File: src/rtl/pkxor_pkg.sv
// ----------------------------------------------------------------------------
// pkxor_pkg
// Shared types and constants of the password-keyed XOR stream cipher core.
// ----------------------------------------------------------------------------
package pkxor_pkg;

   localparam int KEY_BYTES_DEF = 32;
   localparam int CMD_W         = 2;
   localparam int DATA_W        = 8;

   localparam logic [1:0] ABS_LAST  = 2'd2;
   localparam logic [1:0] PASS_LAST = 2'd2;

   typedef enum logic [CMD_W-1:0] {
      CMD_ABSORB  = 2'd0,
      CMD_FINAL   = 2'd1,
      CMD_CRYPT   = 2'd2,
      CMD_RESTART = 2'd3
   } cmd_type;

   typedef enum logic [7:0] {
      ST_IDLE    = 8'b0000_0001,
      ST_ABS_RD  = 8'b0000_0010,
      ST_ABS_WR  = 8'b0000_0100,
      ST_FIN_A   = 8'b0000_1000,
      ST_FIN_B   = 8'b0001_0000,
      ST_FIN_C   = 8'b0010_0000,
      ST_FIN_RUN = 8'b0100_0000,
      ST_CRYPT   = 8'b1000_0000
   } state_type;

endpackage

File: src/rtl/password_keyed_xor_stream_cipher_core.sv
// ----------------------------------------------------------------------------
// password_keyed_xor_stream_cipher_core
// Password-keyed XOR stream cipher: absorb, finalize, crypt and restart beats.
// ----------------------------------------------------------------------------
// One beat is handled at a time. Restart clears the data position, crypt
// reads the key store, then loads the result register, absorb makes three
// read-modify-write updates of the one-read, one-write accumulator memory,
// and finalize makes three set-up reads, then mixes one byte per cycle
// through the accumulator memory, the last pass also writing the key store.
// No clearing pass after reset: per-entry valid flags make unwritten bytes
// read as zero. A finished result sits in the output register while the
// next beat is taken; a crypt beat that follows holds in ST_CRYPT until
// that result has gone.
module password_keyed_xor_stream_cipher_core #(
   parameter int KEY_BYTES = pkxor_pkg::KEY_BYTES_DEF
) (
   input  logic                           clock,
   input  logic                           reset,
   input  logic                           req_tvalid,
   output logic                           req_tready,
   input  logic [pkxor_pkg::DATA_W-1:0]   req_tdata,   // [7:0] data_byte
   input  logic [pkxor_pkg::CMD_W-1:0]    req_tuser,   // [1:0] cmd
   output logic                           rsp_tvalid,
   input  logic                           rsp_tready,
   output logic [pkxor_pkg::DATA_W-1:0]   rsp_tdata    // [7:0] result_byte
);
   import pkxor_pkg::*;

   localparam int IDX_W = $clog2(KEY_BYTES);
   localparam int SUM_W = IDX_W + 1;
   localparam logic [IDX_W-1:0] LAST_IDX = IDX_W'(KEY_BYTES - 1);
   localparam logic [IDX_W-1:0] STEP7    = IDX_W'(7 % KEY_BYTES);
   localparam logic [IDX_W-1:0] STEP13   = IDX_W'(13 % KEY_BYTES);
   localparam logic [IDX_W-1:0] ONE_IDX  = IDX_W'(1);

   function automatic logic [IDX_W-1:0] add_mod(input logic [IDX_W-1:0] a,
                                                 input logic [IDX_W-1:0] s);
      logic [SUM_W-1:0] sum;
      sum = {1'b0, a} + {1'b0, s};
      if (sum >= SUM_W'(KEY_BYTES)) begin
         sum = sum - SUM_W'(KEY_BYTES);
      end
      return sum[IDX_W-1:0];
   endfunction

   state_type               state_ff, state_in;
   logic [IDX_W-1:0]        absorb_count_ff, absorb_count_in;
   logic [IDX_W-1:0]        pos7_ff, pos7_in;
   logic [IDX_W-1:0]        pos13_ff, pos13_in;
   logic [IDX_W-1:0]        data_pos_ff, data_pos_in;
   logic [1:0]              step_ff, step_in;
   logic [DATA_W-1:0]       byte_ff, byte_in;
   logic [IDX_W-1:0]        fin_idx_ff, fin_idx_in;
   logic [IDX_W-1:0]        rd_idx_ff, rd_idx_in;
   logic [1:0]              pass_ff, pass_in;
   logic [DATA_W-1:0]       prv_ff, prv_in;
   logic [DATA_W-1:0]       cur_ff, cur_in;
   logic [KEY_BYTES-1:0]    acc_vld_ff, acc_vld_in;
   logic                    key_vld_ff, key_vld_in;
   logic                    rsp_tvalid_ff, rsp_tvalid_in;
   logic [DATA_W-1:0]       rsp_tdata_ff, rsp_tdata_in;

   logic [DATA_W-1:0]       acc_mem [KEY_BYTES];
   logic [DATA_W-1:0]       key_mem [KEY_BYTES];
   logic [DATA_W-1:0]       acc_rd_ff;
   logic                    acc_rd_vld_ff;
   logic [DATA_W-1:0]       key_rd_ff;

   logic [IDX_W-1:0]        acc_rd_addr;
   logic                    acc_we;
   logic [IDX_W-1:0]        acc_wr_addr;
   logic [DATA_W-1:0]       acc_wr_data;
   logic                    acc_clr;
   logic                    key_we;
   logic [DATA_W-1:0]       acc_rd_eff;
   logic [DATA_W-1:0]       key_eff;
   logic [DATA_W-1:0]       mix_val;
   logic [IDX_W-1:0]        abs_addr;
   logic [DATA_W-1:0]       abs_delta;
   logic                    fin_last;
   logic                    req_accept;

   assign req_tready = (state_ff == ST_IDLE);
   assign req_accept = req_tvalid && req_tready;
   assign rsp_tvalid = rsp_tvalid_ff;
   assign rsp_tdata  = rsp_tdata_ff;

   assign acc_rd_eff = acc_rd_vld_ff ? acc_rd_ff : '0;
   assign key_eff    = key_vld_ff ? key_rd_ff : '0;
   assign mix_val    = cur_ff ^ {2'b00, acc_rd_eff[7:2]} ^ {prv_ff[4:0], 3'b000};
   assign fin_last   = (pass_ff == PASS_LAST) && (fin_idx_ff == LAST_IDX);

   always_comb begin
      case (step_ff)
         2'd0: begin
            abs_addr  = absorb_count_ff;
            abs_delta = byte_ff;
         end
         2'd1: begin
            abs_addr  = pos7_ff;
            abs_delta = {1'b0, byte_ff[7:1]};
         end
         default: begin
            abs_addr  = pos13_ff;
            abs_delta = {byte_ff[6:0], 1'b0};
         end
      endcase
   end

   always_comb begin
      state_in        = state_ff;
      absorb_count_in = absorb_count_ff;
      pos7_in         = pos7_ff;
      pos13_in        = pos13_ff;
      data_pos_in     = data_pos_ff;
      step_in         = step_ff;
      byte_in         = byte_ff;
      fin_idx_in      = fin_idx_ff;
      rd_idx_in       = rd_idx_ff;
      pass_in         = pass_ff;
      prv_in          = prv_ff;
      cur_in          = cur_ff;
      key_vld_in      = key_vld_ff;
      rsp_tvalid_in   = rsp_tvalid_ff && !rsp_tready;
      rsp_tdata_in    = rsp_tdata_ff;
      acc_rd_addr     = '0;
      acc_we          = 1'b0;
      acc_wr_addr     = '0;
      acc_wr_data     = '0;
      acc_clr         = 1'b0;
      key_we          = 1'b0;

      unique case (state_ff)
         ST_IDLE: begin
            if (req_accept) begin
               unique case (cmd_type'(req_tuser))
                  CMD_ABSORB: begin
                     byte_in  = req_tdata;
                     step_in  = 2'd0;
                     state_in = ST_ABS_RD;
                  end
                  CMD_FINAL: begin
                     state_in = ST_FIN_A;
                  end
                  CMD_CRYPT: begin
                     byte_in  = req_tdata;
                     state_in = ST_CRYPT;
                  end
                  CMD_RESTART: begin
                     data_pos_in = '0;
                  end
               endcase
            end
         end
         ST_ABS_RD: begin
            acc_rd_addr = abs_addr;
            state_in    = ST_ABS_WR;
         end
         ST_ABS_WR: begin
            acc_we      = 1'b1;
            acc_wr_addr = abs_addr;
            acc_wr_data = acc_rd_eff ^ abs_delta;
            if (step_ff == ABS_LAST) begin
               absorb_count_in = add_mod(absorb_count_ff, ONE_IDX);
               pos7_in         = add_mod(pos7_ff, STEP7);
               pos13_in        = add_mod(pos13_ff, STEP13);
               state_in        = ST_IDLE;
            end else begin
               step_in  = step_ff + 2'd1;
               state_in = ST_ABS_RD;
            end
         end
         ST_FIN_A: begin
            acc_rd_addr = LAST_IDX;
            state_in    = ST_FIN_B;
         end
         ST_FIN_B: begin
            acc_rd_addr = '0;
            prv_in      = acc_rd_eff;
            rd_idx_in   = ONE_IDX;
            state_in    = ST_FIN_C;
         end
         ST_FIN_C: begin
            acc_rd_addr = rd_idx_ff;
            rd_idx_in   = add_mod(rd_idx_ff, ONE_IDX);
            cur_in      = acc_rd_eff;
            fin_idx_in  = '0;
            pass_in     = 2'd0;
            state_in    = ST_FIN_RUN;
         end
         ST_FIN_RUN: begin
            acc_rd_addr = rd_idx_ff;
            rd_idx_in   = add_mod(rd_idx_ff, ONE_IDX);
            acc_we      = 1'b1;
            acc_wr_addr = fin_idx_ff;
            acc_wr_data = mix_val;
            key_we      = (pass_ff == PASS_LAST);
            prv_in      = mix_val;
            cur_in      = acc_rd_eff;
            fin_idx_in  = add_mod(fin_idx_ff, ONE_IDX);
            if (fin_idx_ff == LAST_IDX) begin
               pass_in = pass_ff + 2'd1;
            end
            if (fin_last) begin
               acc_clr         = 1'b1;
               key_vld_in      = 1'b1;
               absorb_count_in = '0;
               pos7_in         = '0;
               pos13_in        = '0;
               data_pos_in     = '0;
               state_in        = ST_IDLE;
            end
         end
         ST_CRYPT: begin
            if (!rsp_tvalid_ff || rsp_tready) begin
               rsp_tvalid_in = 1'b1;
               rsp_tdata_in  = byte_ff ^ key_eff;
               data_pos_in   = add_mod(data_pos_ff, ONE_IDX);
               state_in      = ST_IDLE;
            end
         end
         default: begin
            state_in = ST_IDLE;
         end
      endcase
   end

   always_comb begin
      acc_vld_in = acc_vld_ff;
      if (acc_we) begin
         acc_vld_in[acc_wr_addr] = 1'b1;
      end
      if (acc_clr) begin
         acc_vld_in = '0;
      end
   end

   always_ff @(posedge clock) begin
      if (reset) begin
         state_ff        <= ST_IDLE;
         absorb_count_ff <= '0;
         pos7_ff         <= '0;
         pos13_ff        <= '0;
         data_pos_ff     <= '0;
         step_ff         <= '0;
         fin_idx_ff      <= '0;
         rd_idx_ff       <= '0;
         pass_ff         <= '0;
         acc_vld_ff      <= '0;
         key_vld_ff      <= 1'b0;
         rsp_tvalid_ff   <= 1'b0;
      end else begin
         state_ff        <= state_in;
         absorb_count_ff <= absorb_count_in;
         pos7_ff         <= pos7_in;
         pos13_ff        <= pos13_in;
         data_pos_ff     <= data_pos_in;
         step_ff         <= step_in;
         fin_idx_ff      <= fin_idx_in;
         rd_idx_ff       <= rd_idx_in;
         pass_ff         <= pass_in;
         acc_vld_ff      <= acc_vld_in;
         key_vld_ff      <= key_vld_in;
         rsp_tvalid_ff   <= rsp_tvalid_in;
      end
   end

   always_ff @(posedge clock) begin
      byte_ff      <= byte_in;
      prv_ff       <= prv_in;
      cur_ff       <= cur_in;
      rsp_tdata_ff <= rsp_tdata_in;
   end

   // accumulator memory: one read, one write port
   always_ff @(posedge clock) begin
      if (acc_we) begin
         acc_mem[acc_wr_addr] <= acc_wr_data;
      end
      acc_rd_ff     <= acc_mem[acc_rd_addr];
      acc_rd_vld_ff <= acc_vld_ff[acc_rd_addr];
   end

   // key store
   always_ff @(posedge clock) begin
      if (key_we) begin
         key_mem[fin_idx_ff] <= mix_val;
      end
      key_rd_ff <= key_mem[data_pos_ff];
   end

   a_rsp_from_crypt: assert property (@(posedge clock) disable iff (reset)
      $rose(rsp_tvalid_ff) |-> $past(state_ff == ST_CRYPT))
      else $error("result beat raised outside crypt");

   a_fin_no_overlap: assert property (@(posedge clock) disable iff (reset)
      (state_ff == ST_FIN_RUN) |-> (acc_rd_addr != acc_wr_addr))
      else $error("mixing read and write hit the same byte");

   a_fin_clears_acc: assert property (@(posedge clock) disable iff (reset)
      (state_ff == ST_FIN_RUN) && fin_last |=> (acc_vld_ff == '0) && key_vld_ff
                                               && (data_pos_ff == '0))
      else $error("finalize left accumulator or position behind");

   a_restart_pos: assert property (@(posedge clock) disable iff (reset)
      req_accept && (req_tuser == CMD_RESTART) |=> (data_pos_ff == '0))
      else $error("restart did not clear data position");

   a_out_held: assert property (@(posedge clock) disable iff (reset)
      rsp_tvalid_ff && !rsp_tready |=> rsp_tvalid_ff && $stable(rsp_tdata_ff))
      else $error("stalled result beat lost");

endmodule

File: config.mk
export PLATFORM = sky130hd
export DESIGN_NAME = password_keyed_xor_stream_cipher_core
export DESIGN_NICKNAME = d
export VERILOG_FILES = /design/src/rtl/pkxor_pkg.sv /design/src/rtl/password_keyed_xor_stream_cipher_core.sv
export SDC_FILE = /design/constraint.sdc
export NUM_CORES = 1
export LEC_CHECK = 0
export BUFFER_PORTS_ARGS = -buffer_cell sky130_fd_sc_hd__clkbuf_2
export CORE_AREA = 2 2 238 240
export CTS_BUF_LIST = sky130_fd_sc_hd__clkbuf_16
export CTS_CLUSTER_SIZE = 12
export DETAILED_ROUTE_END_ITERATION = 8
export DIE_AREA = 0 0 240 242
export PLACE_DENSITY = 0.58
export SYNTH_ARGS = -nofsm -noshare
export SYNTH_HDL_FRONTEND = slang
export SYNTH_SLANG_ARGS = --single-unit
export TNS_END_PERCENT = 30
File: constraint.sdc
create_clock -name clock -period 3.7 [get_ports clock]
set_input_delay 0.37 -clock clock [delete_from_list [all_inputs] [get_ports clock]]
set_output_delay 0.37 -clock clock [all_outputs]
set_load 0.02 [all_outputs]
==> results of run 1 <==
[cells in the final DEF (no fill, tap or decap), types with 5 or more instances in the layout]
| cell | n |
|---|---|
| a211o_1 | 9 |
| a211oi_1 | 60 |
| a21oi_1 | 40 |
| a22o_1 | 14 |
| a22oi_1 | 11 |
| a31oi_1 | 40 |
| and3_1 | 5 |
| buf_12 | 9 |
| buf_4 | 102 |
| clkbuf_16 | 74 |
| clkbuf_2 | 23 |
| clkinv_1 | 15 |
| clkinv_2 | 8 |
| dfxtp_1 | 91 |
| dlygate4sd3_1 | 8 |
| edfxtp_1 | 541 |
| ha_1 | 19 |
| inv_1 | 72 |
| mux2_2 | 36 |
| mux2i_1 | 44 |
| mux4_2 | 80 |
| nand2_1 | 119 |
| nand3_1 | 47 |
| nand3b_1 | 6 |
| nand4_1 | 14 |
| nor2_1 | 116 |
| nor3_1 | 9 |
| nor3b_1 | 6 |
| nor4_1 | 6 |
| o211ai_1 | 9 |
| o21a_1 | 33 |
| o21ai_0 | 26 |
| o21ai_2 | 8 |
| o22ai_1 | 18 |
| xnor2_1 | 17 |
| xnor2_2 | 6 |
| xor2_1 | 11 |
[through the flow]
step           util, %  area [sq um]  hold WS (ps)  std cells
4_1_cts           53.3         29700          93.3       2594
6_report          53.3         29700           112       2594
2_1_floorplan        -         25800           433       1670
5_1_grt           53.3         29700           127       2594
3_5_place_dp      49.4         27500           447       2462
3_3_place_gp      49.4         27500           443       2462
[power breakdown]
part / switching, uW / internal (uW) / total (uW)
Clock: 2740 / 3660 / 6400
Sequential: 15.3 / 7660 / 7670
Combinational: 99.1 / 65.7 / 165
Total: 2850 / 11400 / 14200
[critical path, stage by stage (launching register included)]
cell      delay [ps]
dfxtp_1          330
inv_1             80
ha_1             520
nor2_1           120
buf_4            190
a21oi_1          280
o21ai_0          200
or4_1            760
a211oi_1         600
nor4_1           150
buf_4            180
nand3_1           80
[repair_timing]
| action | in CTS | in global routing |
|---|---|---|
| gates resized for setup | 0 | 2 |
| setup endpoints to repair | 0 | 5 |
| endpoints found under the hold margin | 8 | 0 |
| hold buffers | 8 | 0 |
[sequential cells by signal, indices dropped and copies added (netlist names)]
register / cells
absorb_count_ff: 5
acc_mem: 256
acc_rd_ff: 8
acc_rd_vld_ff: 1
acc_vld_ff: 32
byte_ff: 8
cur_ff: 8
data_pos_ff: 5
fin_idx_ff: 5
key_mem: 256
key_rd_ff: 8
key_vld_ff: 1
pass_ff: 2
pos13_ff: 5
pos7_ff: 5
prv_ff: 5
rd_idx_ff: 5
rsp_tdata: 8
rsp_tvalid: 1
state_ff: 8
step_ff: 2
[final cells by class]
type                            instances  area [sq um]
Clock buffer                           74          1850
Sequential cell                       634         18100
Clock inverter                         50           250
Timing Repair Buffer                  142          1140
Inverter                               50           188
Multi-Input combinational cell        888          7210
Tap cell                              756           946
Fill cell                            4541         26000
[how the worst min path moves through the flow]
stage                   start        endpoint  slack, ps  depth (start not counted)
2_1_floorplan   acc_vld_ff[4]   acc_vld_ff[4]        430                          1
3_3_place_gp   acc_vld_ff[20]  acc_vld_ff[20]        440                          1
3_5_place_dp    acc_vld_ff[4]   acc_vld_ff[4]        450                          1
4_1_cts            req_tvalid     state_ff[3]         90                          3
5_1_grt            req_tvalid     state_ff[7]        130                          3
6_report           req_tvalid     state_ff[3]        110                          3
[layer usage]
layer	up-vias	track usage (%)	wire, um
met5	-	0	0
met4	0	6.05	1290
met3	96	5.23	4510
met2	503	34.0	29500
met1	7564	31.5	28100
li1	6737	-	-
[kinds of logic (layout without fill, tap and decap cells)]
family,after synthesis,after routing
xor+xnor,36,36
simple gates,368,368
buf+inv,148,316
compound gates,301,301
mux,164,164
flops,634,634
fa+ha+maj,19,19
==> metrics.txt, run 1 <==
outcome=completed; largest family of logic cells by synthesized area=multiplexers; Synth area leader=edfxtp_1; Synth async-reset ratio=0%; post-synthesis compound-gate area fraction=8.08%; Synth top area share=62.9%; Tot Pwr=14200 uW; adder-cell share of the synthesized area=less than 1%; die area=around 0.058 sq mm; post-CTS setup repair buffer count=0; Routed Antenna Nets=0; Worst Path Max Fanout=17; Setup CP Type=reg2reg; via count=14900; final setup fails=0; First DRT Iteration DRCs=1409; Max-Slew Margin vs Limit=between 20% and 30%; area grow syn2layout=15.0%; MaxCap Viol Count=0; Final min period=3570 ps; top area cells in the synthesized netlist=edfxtp_1 (63%), dfxtp_1 (7.2%), mux4_2 (7.0%); sequential-to-total area share from yosys stat=approximately 70%; initial antenna violation count=1; core area=0.0557 sq mm; Port-buffer cells=23; Die Y=242 um; crit path from=step_ff[1]; Final Skew=roughly 21 ps; Post-synth EDFFs=between 500 and 600; share of layout cells above drive strength 1=20.5%; R2R depth=11; Die Wd=240 um; clock sinks=between 600 and 700; Main synth FF type=edfxtp_1; CTS buffer count=70; Synth Warn #=0; Max Clk Rate=0.280 GHz; Clock transition at path regs=60 ps; syn nets=1703; Synth Area in Simple Gates=under 10%; total wire length=63400 um; Post-Synthesis Cells=1670; IO Pins=24; Setup crit end=acc_rd_ff[2]; Final WS setup=133 ps; reg-to-reg setup timing slack=roughly 130 ps; count of different cell masters after synthesis=73; Max Slew Vio Count=0; Slew @ Worst Pin=1100 ps; synthesized flop and latch total=634; drt drc=0; CP Launch Type=flip-flop; # diodes=0; worst r2r src=step_ff[1]; vias in the first global route=14828; FP Rows=87; mux cell area share after synthesis=10.4%; r2r endpoint=acc_rd_ff[2]; CTS tree=built; Hold Path Class=in2reg; RSZ-0062 raised after global routing=no; Syn Area/Cell=15.5 sq um; Setup WS pre-CTS=231 ps; wire per inst=24.4 um; Clk Tree Root Cell=clkbuf_16; H-tree depth=3; clock tree buffer depth=3; Peak VDD IR=0.319 mV; largest net degree at the start of global routing=70; arrival time worst endpoint=4100 ps; clk_lat worst skew=600 ps; Initial Util=46.3%; CP endpoint kind=flip-flop; final period utilization=96.4%; pwr dens=479 mW/mm^2; Leak=0.0102 uW; global-route wire length before repair=94700 um; cell with the most instances after synthesis=edfxtp_1; half-perimeter wire length after placement=41000 um; Placer Congestion=between 0.8 and 0.9; total track usage=between 20 and 25%; Setup TNS=0 ps; Worst EP required=~4200 ps; Syn Std Cell Area=0.0258 sq mm; Post-synth top cells=edfxtp_1 (541), nand2_1 (119), nor2_1 (116); DRT Pass-1 Iters=5; GRT overflow=0; via-per-instance ratio=roughly 5.7; Final Hold Fails=0; xor/xnor share of the synthesized area=under 10%; fin nets=1819
Note: power is estimated with default switching activity, not from simulation.
==> run 2, diff against run 1 <==
--- a/config.mk
+++ b/config.mk
@@ -5,12 +5,14 @@
 export SDC_FILE = /design/constraint.sdc
 export NUM_CORES = 1
 export LEC_CHECK = 0
+export ABC_AREA = 1
 export BUFFER_PORTS_ARGS = -buffer_cell sky130_fd_sc_hd__clkbuf_2
-export CORE_AREA = 2 2 238 240
+export CAP_MARGIN = 20
+export CORE_AREA = 2 2 244 246
 export CTS_BUF_LIST = sky130_fd_sc_hd__clkbuf_16
 export CTS_CLUSTER_SIZE = 12
 export DETAILED_ROUTE_END_ITERATION = 8
-export DIE_AREA = 0 0 240 242
+export DIE_AREA = 0 0 246 248
 export PLACE_DENSITY = 0.58
 export SYNTH_ARGS = -nofsm -noshare
 export SYNTH_HDL_FRONTEND = slang
==> run 2 against run 1 <==
Effect of this change: core utilization decreased by 0.95 points; synthesized cell count up 51%; total power up 4.9%; sequential power grew 1%; clock power decreased by 3%; via count grew 25%; die area increased by 5.0%; first-iteration DRC count grew 17%; global-route usage grew 1.7 points; count of clock-buffer cells in the layout down 3; area after synthesis rose by 5.4%; maximum frequency increased by 19%.
==> metrics.txt, run 2 <==
pwr dens=488 mW/mm^2; hold_sp=rsp_tready; count of different cell masters after synthesis=48; First DRT Iteration DRCs=1653; final period utilization=80.8%; CTS tree=built; top area cells in the synthesized netlist=edfxtp_1 (60%), dfxtp_1 (6.8%), nand3_1 (6.0%); Routed Antenna Nets=0; Synth area leader=edfxtp_1; area grow syn2layout=12.4%; Max Slew Vio Count=0; wire per inst=approximately 21 um; total track usage=23.8%; RSZ-0062 raised after global routing=no; initial antenna violation count=0; share of layout cells above drive strength 1=9.33%; synthesized flop and latch total=634; Synth Warn #=0; Synth Area in Simple Gates=18.8%; # diodes=0; Clk Tree Root Cell=clkbuf_16; Met2 Wirelength=between 30000 and 40000 um; Final Hold Fails=0; Post-synth EDFFs=541; Syn Std Cell Area=0.0272 sq mm; cell with the most instances after synthesis=edfxtp_1; MaxCap Viol Count=0; xor/xnor share of the synthesized area=0.901%; CTS buffer count=68; GRT overflow=0; Routed met3 length=between 4000 and 5000 um; clock tree buffer depth=3; vias in the first global route=18115; Setup CP Type=reg2reg; Worst EP required=between 4000 and 5000 ps; Worst Hold Path Cells=4; half-perimeter wire length after placement=43600 um; FP Rows=89; Top Registers=acc_mem x256, key_mem x256, acc_vld_ff x32; largest family of logic cells by synthesized area=simple AND/OR/NAND/NOR gates; Synth async-reset ratio=0%; Hold Path Class=in2reg; worst r2r src=step_ff[0]; CP endpoint kind=flip-flop; Leak=roughly 0.012 uW; CP Launch Type=flip-flop; Post-synth top cells=edfxtp_1 (541), nand2_1 (363), nand3_1 (324); total wire length=about 70000 um; Final Skew=21.9 ps; die area=a little over 0.06 sq mm; hold slack=82.5 ps; Initial Util=46.6%; net switching power=3390 uW; H-tree depth=3; Slew @ Worst Pin=1150 ps; sw frac=22.7%; Top Metal Used=met4; most frequent cells in the layout=edfxtp_1 (541), nand2_1 (363), nand3_1 (324); clock sinks=634; Die Y=248 um; post-synthesis compound-gate area fraction=about 6.7%; outcome=completed; arrival time worst endpoint=around 3500 ps; Peak VDD IR=0.561 mV; sequential-to-total area share from yosys stat=66.5%; DRT Pass-1 Iters=5; Synth top area share=59.7%; core area=0.0585 sq mm; sequential share of power=51.9%; most common cell after layout, fill and taps aside=edfxtp_1; Clock transition at path regs=60 ps; largest net degree at the start of global routing=~150; clk_lat worst skew=roughly 600 ps; Die Wd=246 um; internal power=11500 uW; Worst Path Max Fanout=18; Placer Congestion=0.869; fin nets=~2600; adder-cell share of the synthesized area=0.873%; global-route wire length before repair=109000 um; clock power share=41.7%; Comb pwr share=between 6 and 7%; R2R depth=11; Max-Slew Margin vs Limit=23.2%; Final min period=between 2000 and 3000 ps; Setup TNS=0 ps; syn nets=2554; drt drc=0; via-per-instance ratio=5.51; crit path from=step_ff[0]; Syn Area/Cell=10.8 sq um; IO Pins=24; Main synth FF type=edfxtp_1; Post-Synthesis Cells=2521; wl on met1=29900 um; via count=18675; final setup fails=0; Port-buffer cells=23; Max Clk Rate=approximately 0.33 GHz; mux cell area share after synthesis=0%
==> run 2: cell count changes after synthesis, moves of 44 or more <==
cell,previous run,this run
mux2i_1,44,0
nand3_1,48,324
nand3b_1,6,100
inv_1,50,269
o21ai_0,34,167
mux4_2,80,0
a211oi_1,60,4
nand2_1,119,363
nor2_1,116,261
==> run 2: area by class of cell <==
cell class,instances,area [sq um]
clock inverter,44,235
fill,5143,27900
inverter,290,1090
timing repair buffer,111,887
sequential,634,18100
tap,773,967
multi-input combinational,1464,7530
clock buffer,71,1780
==> run 2: power groups by stage <==
stage	Combinational (uW)	Sequential, uW	Clock (uW)
final	961	7750	6220
after global routing	1070	7750	6620
after global placement	940	7900	0
after detailed placement	956	7900	0
after floorplan	650	7860	0
after CTS	966	7750	6360
==> run 2: worst paths after layout <==
path                            slack (ps)             end
worst max-delay path                   710   acc_rd_vld_ff
worst min-delay path                    80      rsp_tvalid
worst max register to register         710   acc_rd_vld_ff
worst min register to register         460  acc_vld_ff[19]
==> run 2: cell families (layout without fill, tap and decap cells) <==
group / after synthesis / count (layout)
AND/OR/NAND/NOR: 1101 / 1101
buffers and inverters: 423 / 516
AO/OA/AOI/OAI: 316 / 316
adder cells (fa/ha/maj): 19 / 19
XOR/XNOR: 28 / 28
flip-flops: 634 / 634
==> run 2: routing by layer <==
layer | GRT usage, % | up-vias
met5 | 0 | -
met4 | 10.1 | 0
met3 | 4.18 | 152
met2 | 39.5 | 600
met1 | 30.8 | 9117
li1 | - | 8806
==> run 2: repair_timing <==
item / 4_1_cts / 5_1_grt
setup buffers: 0 / 0
hold buffers: 8 / 0
endpoints found under the hold margin: 8 / 0
gates resized for setup: 0 / 0
==> run 2: critical path, cell delays in order, from the launching register on <==
cell      delay [ps]
dfxtp_1          350
inv_1             90
ha_1             250
inv_1            290
o221ai_1         200
and2_1           200
nor3_4           570
inv_2            380
nand3_1          320
nand2_1           90
nand2_1           70
nand2_1           60
==> run 2: metrics by stage <==
step / cell area (sq um) / util [%] / cells / worst slack, ps / power (uW)
floorplan: 27200 / - / 2521 / 757 / 8510
global placement: 28500 / 48.7 / 3263 / 724 / 8840
detailed placement: 28500 / 48.8 / 3264 / 723 / 8850
CTS: 30600 / 52.3 / 3387 / 705 / 15100
global route: 30600 / 52.3 / 3387 / 470 / 15400
finish: 30600 / 52.3 / 3387 / 711 / 14900
